$ cat config.mk
export PLATFORM = sky130hd
export DESIGN_NAME = grid_max_path_sum_with_backtrack
export DESIGN_NICKNAME = d
export VERILOG_FILES = /design/src/rtl/core/gmps_pkg.sv /design/src/rtl/core/gmps_ctrl.sv /design/src/rtl/core/gmps_datapath.sv /design/src/rtl/core/grid_max_path_sum_with_backtrack.sv
export SDC_FILE = /design/constraint.sdc
export NUM_CORES = 1
export LEC_CHECK = 0
export BUFFER_PORTS_ARGS = -buffer_cell sky130_fd_sc_hd__buf_2
export CAP_MARGIN = 20
export CORE_ASPECT_RATIO = 0.9
export CORE_MARGIN = 8
export CORE_UTILIZATION = 30
export DETAILED_ROUTE_END_ITERATION = 10
export PLACE_DENSITY_LB_ADDON = 0.12
export SETUP_SLACK_MARGIN = 0.02
export SYNTH_ARGS = -nofsm -noshare
export SYNTH_HDL_FRONTEND = slang
export SYNTH_HIERARCHICAL = 1
export SYNTH_SLANG_ARGS = --single-unit
$ cat constraint.sdc
create_clock -name clk -period 4.9 [get_ports clk]
set_clock_uncertainty 0.1 [all_clocks]
set_input_delay 0.245 -clock clk [delete_from_list [all_inputs] [get_ports clk]]
set_output_delay 0.245 -clock clk [all_outputs]
set_load 0.005 [all_outputs]
$ cat src/rtl/core/gmps_pkg.sv
// Shared types and constants for the grid max path sum block.
// No dependencies.
package gmps_pkg;

  localparam int MAX_ROWS = 8;
  localparam int MAX_COLS = 8;
  localparam int ROW_W    = $clog2(MAX_ROWS);
  localparam int COL_W    = $clog2(MAX_COLS);
  localparam int DIM_W    = 4;
  localparam int WGT_W    = 8;
  localparam int SUM_W    = 12;
  localparam int CFG_IDX_W = 4;

  localparam logic [CFG_IDX_W-1:0] REG_ROWS_IN_USE = CFG_IDX_W'(0);
  localparam logic [CFG_IDX_W-1:0] REG_COLS_IN_USE = CFG_IDX_W'(1);

  localparam logic [DIM_W-1:0] ROWS_RESET = DIM_W'(4);
  localparam logic [DIM_W-1:0] COLS_RESET = DIM_W'(5);

  typedef enum logic [1:0] {
    ST_IDLE,
    ST_LOOKUP,
    ST_EMIT
  } state_t;

  typedef struct packed {
    logic cell_en;
    logic rd_en;
    logic step_en;
  } ctrl_cmd_t;

  typedef struct packed {
    logic map_end;
    logic at_start;
  } dp_status_t;

endpackage

$ cat src/rtl/core/gmps_ctrl.sv
// Controller FSM: cell intake, then backtrack lookup/emit sequence.
// Depends on gmps_pkg.
module gmps_ctrl
  import gmps_pkg::*;
(
  input  logic       clk,
  input  logic       rst,
  input  logic       start,
  input  dp_status_t status,
  output ctrl_cmd_t  cmd,
  output logic       busy,
  output logic       result_strobe
);

  state_t state, state_next;

  always_ff @(posedge clk) begin
    if (rst) begin
      state <= ST_IDLE;
    end else begin
      state <= state_next;
    end
  end

  always_comb begin
    state_next = state;
    case (state)
      ST_IDLE: begin
        if (start && status.map_end) begin
          state_next = ST_LOOKUP;
        end
      end
      ST_LOOKUP: begin
        state_next = ST_EMIT;
      end
      ST_EMIT: begin
        state_next = status.at_start ? ST_IDLE : ST_LOOKUP;
      end
      default: begin
        state_next = ST_IDLE;
      end
    endcase
  end

  always_comb begin
    cmd           = '0;
    busy          = 1'b1;
    result_strobe = 1'b0;
    case (state)
      ST_IDLE: begin
        busy        = 1'b0;
        cmd.cell_en = start;
      end
      ST_LOOKUP: begin
        cmd.rd_en = 1'b1;
      end
      ST_EMIT: begin
        cmd.step_en   = 1'b1;
        result_strobe = 1'b1;
      end
      default: begin
        busy = 1'b1;
      end
    endcase
  end

endmodule

$ cat src/rtl/core/gmps_datapath.sv
// Datapath: size registers, row sums, predecessor bit memory, walk position.
// Depends on gmps_pkg.
module gmps_datapath
  import gmps_pkg::*;
(
  input  logic                    clk,
  input  logic                    rst,
  input  ctrl_cmd_t               cmd,
  input  logic                    cfg_we,
  input  logic [CFG_IDX_W-1:0]    cfg_index,
  input  logic [DIM_W-1:0]        cfg_data,
  input  logic signed [WGT_W-1:0] cell_weight,
  output dp_status_t              status,
  output logic [ROW_W-1:0]        path_row,
  output logic [COL_W-1:0]        path_col,
  output logic signed [SUM_W-1:0] best_total
);

  logic [DIM_W-1:0] rows_in_use;
  logic [DIM_W-1:0] cols_in_use;
  logic [ROW_W-1:0] cur_row;
  logic [COL_W-1:0] cur_col;
  logic signed [SUM_W-1:0] left_sum;
  logic signed [SUM_W-1:0] row_sums [MAX_COLS];
  logic from_left [MAX_ROWS*MAX_COLS];
  logic [ROW_W-1:0] pr;
  logic [COL_W-1:0] pc;
  logic signed [SUM_W-1:0] tot;
  logic rd_bit;

  logic [ROW_W-1:0] last_row;
  logic [COL_W-1:0] last_col;
  logic col_end;
  logic row_end;
  logic signed [SUM_W-1:0] w_ext;
  logic signed [SUM_W-1:0] up_sum;
  logic signed [SUM_W-1:0] s;
  logic bit_left;

  // 0 acts as 1, values past the maximum act as the maximum
  function automatic logic [ROW_W-1:0] last_row_of(input logic [DIM_W-1:0] v);
    logic [ROW_W-1:0] res;
    if (v == '0) begin
      res = '0;
    end else if (v > DIM_W'(MAX_ROWS)) begin
      res = ROW_W'(MAX_ROWS - 1);
    end else begin
      res = ROW_W'(v - DIM_W'(1));
    end
    return res;
  endfunction

  function automatic logic [COL_W-1:0] last_col_of(input logic [DIM_W-1:0] v);
    logic [COL_W-1:0] res;
    if (v == '0) begin
      res = '0;
    end else if (v > DIM_W'(MAX_COLS)) begin
      res = COL_W'(MAX_COLS - 1);
    end else begin
      res = COL_W'(v - DIM_W'(1));
    end
    return res;
  endfunction

  assign last_row = last_row_of(rows_in_use);
  assign last_col = last_col_of(cols_in_use);
  assign col_end  = (cur_col >= last_col);
  assign row_end  = (cur_row >= last_row);
  assign w_ext    = SUM_W'(cell_weight);
  assign up_sum   = row_sums[cur_col];

  always_comb begin
    if (cur_row == '0 && cur_col == '0) begin
      s        = w_ext;
      bit_left = 1'b0;
    end else if (cur_row == '0) begin
      s        = left_sum + w_ext;
      bit_left = 1'b1;
    end else if (cur_col == '0) begin
      s        = up_sum + w_ext;
      bit_left = 1'b0;
    end else if (left_sum > up_sum) begin
      s        = left_sum + w_ext;
      bit_left = 1'b1;
    end else begin
      s        = up_sum + w_ext;
      bit_left = 1'b0;
    end
  end

  assign status.map_end  = col_end && row_end;
  assign status.at_start = (pr == '0) && (pc == '0);

  always_ff @(posedge clk) begin
    if (rst) begin
      rows_in_use <= ROWS_RESET;
      cols_in_use <= COLS_RESET;
    end else if (cfg_we) begin
      case (cfg_index)
        REG_ROWS_IN_USE: rows_in_use <= cfg_data;
        REG_COLS_IN_USE: cols_in_use <= cfg_data;
        default: begin
        end
      endcase
    end
  end

  always_ff @(posedge clk) begin
    if (rst) begin
      cur_row  <= '0;
      cur_col  <= '0;
      left_sum <= '0;
    end else if (cmd.cell_en) begin
      left_sum <= s;
      if (!col_end) begin
        cur_col <= cur_col + COL_W'(1);
      end else if (!row_end) begin
        cur_col <= '0;
        cur_row <= cur_row + ROW_W'(1);
      end else begin
        cur_col <= '0;
        cur_row <= '0;
      end
    end
  end

  always_ff @(posedge clk) begin
    if (cmd.cell_en) begin
      row_sums[cur_col]            <= s;
      from_left[{cur_row, cur_col}] <= bit_left;
    end
    if (cmd.rd_en) begin
      rd_bit <= from_left[{pr, pc}];
    end
  end

  // walk position; edges force the direction
  always_ff @(posedge clk) begin
    if (cmd.cell_en && status.map_end) begin
      pr  <= cur_row;
      pc  <= cur_col;
      tot <= s;
    end else if (cmd.step_en && !status.at_start) begin
      if (pr == '0) begin
        pc <= pc - COL_W'(1);
      end else if (pc == '0) begin
        pr <= pr - ROW_W'(1);
      end else if (rd_bit) begin
        pc <= pc - COL_W'(1);
      end else begin
        pr <= pr - ROW_W'(1);
      end
    end
  end

  assign path_row   = pr;
  assign path_col   = pc;
  assign best_total = tot;

endmodule

$ cat src/rtl/core/grid_max_path_sum_with_backtrack.sv
// Top level: grid max path sum, right/down moves, with path backtrack.
// Depends on gmps_pkg, gmps_ctrl, gmps_datapath.
//
//  channel  | handshake            | payload
//  ---------+----------------------+-------------------------------------------
//  cell in  | start & !busy        | cell_weight
//  result   | result_strobe        | path_row, path_col, best_total, last_of_path
//  config   | cfg_valid & cfg_ready| cfg_index, cfg_data
//
// Cells can arrive every cycle while busy is low.
// The final cell of a map starts the backtrack: each path cell gets a bit
// memory read, then an emit, so rows+cols-1 results come out.
// Synchronous reset clears position, left sum, sizes (4 rows, 5 cols), FSM.
// Results are strobed for one cycle; the receiver cannot stall. cfg_ready is 1.
module grid_max_path_sum_with_backtrack
  import gmps_pkg::*;
(
  input  logic                    clk,
  input  logic                    rst,
  input  logic                    start,
  output logic                    busy,
  input  logic signed [WGT_W-1:0] cell_weight,
  input  logic                    cfg_valid,
  output logic                    cfg_ready,
  input  logic [CFG_IDX_W-1:0]    cfg_index,
  input  logic [DIM_W-1:0]        cfg_data,
  output logic                    result_strobe,
  output logic [ROW_W-1:0]        path_row,
  output logic [COL_W-1:0]        path_col,
  output logic signed [SUM_W-1:0] best_total,
  output logic                    last_of_path
);

  ctrl_cmd_t  cmd;
  dp_status_t status;

  assign cfg_ready    = 1'b1;
  assign last_of_path = status.at_start;

  gmps_ctrl u_ctrl (
    .clk           (clk),
    .rst           (rst),
    .start         (start),
    .status        (status),
    .cmd           (cmd),
    .busy          (busy),
    .result_strobe (result_strobe)
  );

  gmps_datapath u_dp (
    .clk         (clk),
    .rst         (rst),
    .cmd         (cmd),
    .cfg_we      (cfg_valid && cfg_ready),
    .cfg_index   (cfg_index),
    .cfg_data    (cfg_data),
    .cell_weight (cell_weight),
    .status      (status),
    .path_row    (path_row),
    .path_col    (path_col),
    .best_total  (best_total)
  );

endmodule

Word-level counts from Yosys, hierarchy flattened --
Memory sizes are Yosys's and may differ from the RTL's. A register that Yosys moved wholly into a read port is not among the register bits. Index checks and enable logic that the tools add are counted.
Storage, ports and cells: bits in registers 46, latch bits 0, bits in writable memories 160, bits in read-only memories 0, input port bits 20, output and inout port bits 22, word-level logic and storage cells 88, memories 2
Memory list:
- u_dp.row_sums | depth 8, width 12, rd ports 1, clocked after memory_dff 1, wr ports 1, line gmps_datapath.sv:24 | logic signed [SUM_W-1:0] row_sums [MAX_COLS];
- u_dp.from_left | depth 64, width 1, rd ports 1, clocked after memory_dff 1, wr ports 1, line gmps_datapath.sv:25 | logic from_left [MAX_ROWS*MAX_COLS];
Operators by class: add/subtract/negate cells 8, multiply operators 0, divide/modulo/power cells 0, magnitude comparators 5, equal/unequal tests 7, shift-type cells 0, mux-type cells 35, bitwise logic cells 0, reduce and logical (&&, ||, !) cells 22
Operators by type and width (count):
- $mux W3 | 18
- $mux W12 | 4
- $add A12 B8 Y12 | 2
- $gt A12 B12 Y1 | 1
- $logic_not A3 Y1 | 4
- $logic_not A4 Y1 | 3
- $sub A3 B1 Y3 const B | 4
- $mux W1 | 11
- $gt A4 B4 Y1 const B | 2
- $add A3 B1 Y3 const B | 2
- $ge A3 B3 Y1 | 2
- $logic_and A1 B1 Y1 | 6
- $pmux W2 S3 | 1
- $reduce_and A2 Y1 | 3
- $reduce_and A3 Y1 | 2
- $eq A4 B1 Y1 const B | 1
- $ne A3 B2 Y1 const B | 1
- $ne A3 B3 Y1 const B | 1
- $reduce_bool A3 Y1 | 1
- $eq A2 B1 Y1 const B | 1
- $eq A2 B2 Y1 const B | 1
- $logic_not A2 Y1 | 1
- $mux W2 | 1
- $ne A2 B1 Y1 const B | 1
- 3 further kinds | 3

Longest topological paths before layout --
word-level depth 8, depth in mapped cells 15, gate-level depth less buffers 14

Modules after synthesis --
The synthesis kept the hierarchy.
By module, submodules not included:
- gmps_datapath | times used 1, cells an instance 750, area an instance 10104.7 um^2, seq. area each 5955.7 um^2
- gmps_ctrl | times used 1, cells an instance 13, area an instance 116.4 um^2, seq. area each 40.0 um^2
- grid_max_path_sum_with_backtrack | times used 1, cells an instance 2, area an instance 11.3 um^2, seq. area each 0.0 um^2

Least setup slack after synthesis --
Ideal clock, no wire load.
kind register to register, start reg (tool-made name), end reg u_dp.left_sum[4], library setup time 0.115 ns, data arrival time 4.050 ns, data required time 4.685 ns, setup slack 0.635 ns, cell stages (with the launch flop) 14, buffers on the path 2, period minus slack after synthesis 4.265 ns, cell sequence dfxtp_1 > clkbuf_1 > buf_2 > mux4_2 > mux2i_1 > ha_1 > and4b_1 > a211oi_1 > o21ai_1 > o21a_1 > o21ai_1 > inv_1 > a221o_1 > o21a_1
RTL lines:
- end signal: assignment | line gmps_datapath.sv:114 | left_sum <= s;
- end: declaration | line gmps_datapath.sv:23 | logic signed [SUM_W-1:0] left_sum;

==> summary.txt <==
Status = finished, final reports clean
Multi-input gate area = 3905 um^2
Mapped cell area = 10230 um^2
I/O pin cnt = 42
Setup TNS = 0 ps
Nets = 892
Setup violators final = 0
CTS tree = done
Cell row count = 64
Largest net degree at the start of global routing = 65
Number of synthesis warnings = 6
Fillers = 3341
Synth-to-Final Area Change = 16.56%
DIE WIDTH = 210.7 um
Area leader, netlist = edfxtp_1
Max-cap violations = 0
Grt ovf = 0
Post-synthesis sequential area ratio = 58.60%
Crit end category = flip-flop
H-tree depth = 1
Syn Inst Count = 765
CTS max path bufs = 3
Yosys top cell area share = 52.53%
WL final = 26180 um
Core area = 33790 um^2
First-pass GRT wire length = 40010 um
Post-Syn Area per Cell = 13.38 um^2
Mapped Nets = 837
Most common library cell in the layout ignoring fill and taps = edfxtp_1
Fin. max-slew vios = 0
Clk Latency, worst-skew pair = 510 ps
IR drop worst, VDD = 0.2766 mV
DR WL/cell = 20.16 um
Yosys reg bits = 210
Leakage = 4.382 nW
Actual slew at the worst max-slew pin = 1035 ps
Total track usage = 12.92%
DRC = 0
Post-layout minimum cycle time = 4451 ps
Reg clk slew, reported paths = 60 ps
Initial DRT Pass Iterations = 5
Most frequent cells in the layout = edfxtp_1, nor2_1, ha_1
Gpl congestion = 0.9316
Setup crit start kind = flip-flop
Relative slew slack = 30.92%
Post-DP HPWL = 18100 um
Number of antenna violations at the first check in global routing = 0
Root Buffer Master = clkbuf_16
Die H = 191.2 um
Highest Clock Rate = 0.2247 GHz
CP Data Required Time = 5030 ps
RSZ-0062 raised after global routing = false
Routed Antenna Nets = 0
Number of synthesized flops with an enable pin = 179
Power Density = 395.5 nW/um^2
Number of clock buffers inserted by TritonCTS = 25
FF/Latch Area = 5996 um^2
Initial core utilization = 30.28%
Worst path arrival time = 4580 ps
Via/cell ratio = 4.965
Pwr Total = 0.004717 W
DR iter-0 viols = 675
CP Max Fanout = 9
Fin. Hold Viols = 0
FF-to-FF path depth = 11
Crit path kind = flip-flop to flip-flop
Die area = 40280 um^2
I/O Buffers = 40
Share of layout cells above drive strength 1 = 16.85%
Vias in the first global route = 6636
Num Clock Sinks = 210
FFs w/ async S/R, synth = 0%
Via count = 6449
Post-synthesis cell type count = 67
Ys flop type = edfxtp_1
Synth top area cells = edfxtp_1, mux4_2, ha_1
Worst hold path class = input pin to flip-flop
Final critical-path share of the clock period = 90.83%
Ant diodes = 0
Hold Path Stages = 3
==> power by group <==
| group | total [W] | switching, W | internal (W) | leakage (nW) |
|---|---|---|---|---|
| logic | 0.000632 | 0.000395 | 0.000236 | 2.05 |
| registers | 0.00208 | 0.0000324 | 0.00204 | 1.88 |
| clock network | 0.00201 | 0.000730 | 0.00128 | 0.446 |
| total | 0.00472 | 0.00116 | 0.00356 | 4.38 |
==> final timing paths <==
path / from / end / slack [ps]
setup reg to reg: flip-flop / u_dp/row_sums[5][11] / 450
hold / removal: cell_weight[2] / u_dp/left_sum[2] / 40
hold reg to reg: u_ctrl/state[0] / u_ctrl/state[0] / 370
setup / recovery: flip-flop / u_dp/row_sums[5][11] / 450
==> timing repair <==
| action | in CTS | in global routing |
|---|---|---|
| hold endpoints to repair | 9 | 0 |
| resized for setup | 0 | 1 |
| setup buffers | 0 | 0 |
| hold buffers | 5 | 0 |
| endpoints found under the setup margin | 0 | 9 |
==> critical path, cell delays in order (launching register included) <==
cell and delay (ps):
dfxtp_1 640, mux4_2 560, mux2i_1 430, inv_1 160
ha_1 370, o21ai_0 130, o21ai_0 320, a21oi_1 180
o41ai_1 510, xnor2_1 200, nor2_1 100, nor2_1 470
==> synthesized netlist by cell type, drive strengths merged, types with 8 or more instances <==
cell	number
nand2	35
inv	48
a21oi	26
o21a	13
dfxtp	31
edfxtp	179
mux2i	19
buf	8
nand2b	11
nand3	19
nor2b	8
nor2	111
ha	50
or3	9
o21ai	21
xnor2	9
clkbuf	23
mux4	45
a21o	10
and3	9
==> state kept, by name, summed over array words and instances, names as in the netlist, 4 cells and up, named ones only <==
name,flops
u_dp/best_total,12
u_dp/left_sum,12
u_dp/cols_in_use,4
u_dp/from_left,64
u_dp/row_sums,96
u_dp/rows_in_use,4
==> metal layers <==
layer	vias to the layer above	global-route usage [%]	share of wire, %
li1	3002	-	-
met1	3257	18.29	49
met2	167	21.00	45
met3	23	1.901	4.8
met4	0	2.367	1.1
met5	-	0	0
==> layout make-up <==
type | count | area share (%)
Inverter | 49 | 1.542
Timing Repair Buffer | 59 | 3.042
Tap cell | 462 | 4.847
Clock inverter | 17 | 2.077
Sequential cell | 210 | 50.27
Clock buffer | 27 | 5.476
Multi-Input combinational cell | 475 | 32.74
==> cells by family after synthesis <==
group           Yosys count  synth area share (%)
mux                      65                 12.24
flops                   210                 58.60
fa+ha+maj                54                 6.701
simple gates            223                 9.844
other cells               1               0.03665
xor+xnor                 15                 1.284
buf+inv                  80                 3.301
compound gates          117                 7.997
==> metrics by stage <==
stage               cell area (um^2)  util (%)  worst slack, ps  hold slack, ps  instances
floorplan                      10230         -            635.0           209.6        765
finish                         11930     35.29            449.2           41.56       1299
global placement               10950     32.42            311.9           360.4       1249
CTS                            11910     35.23            268.3           22.44       1298
detailed placement             10950     32.42            298.9           371.5       1249
global route                   11930     35.29            134.0           55.34       1299
No activity file was read; power rests on OpenSTA's default activity.
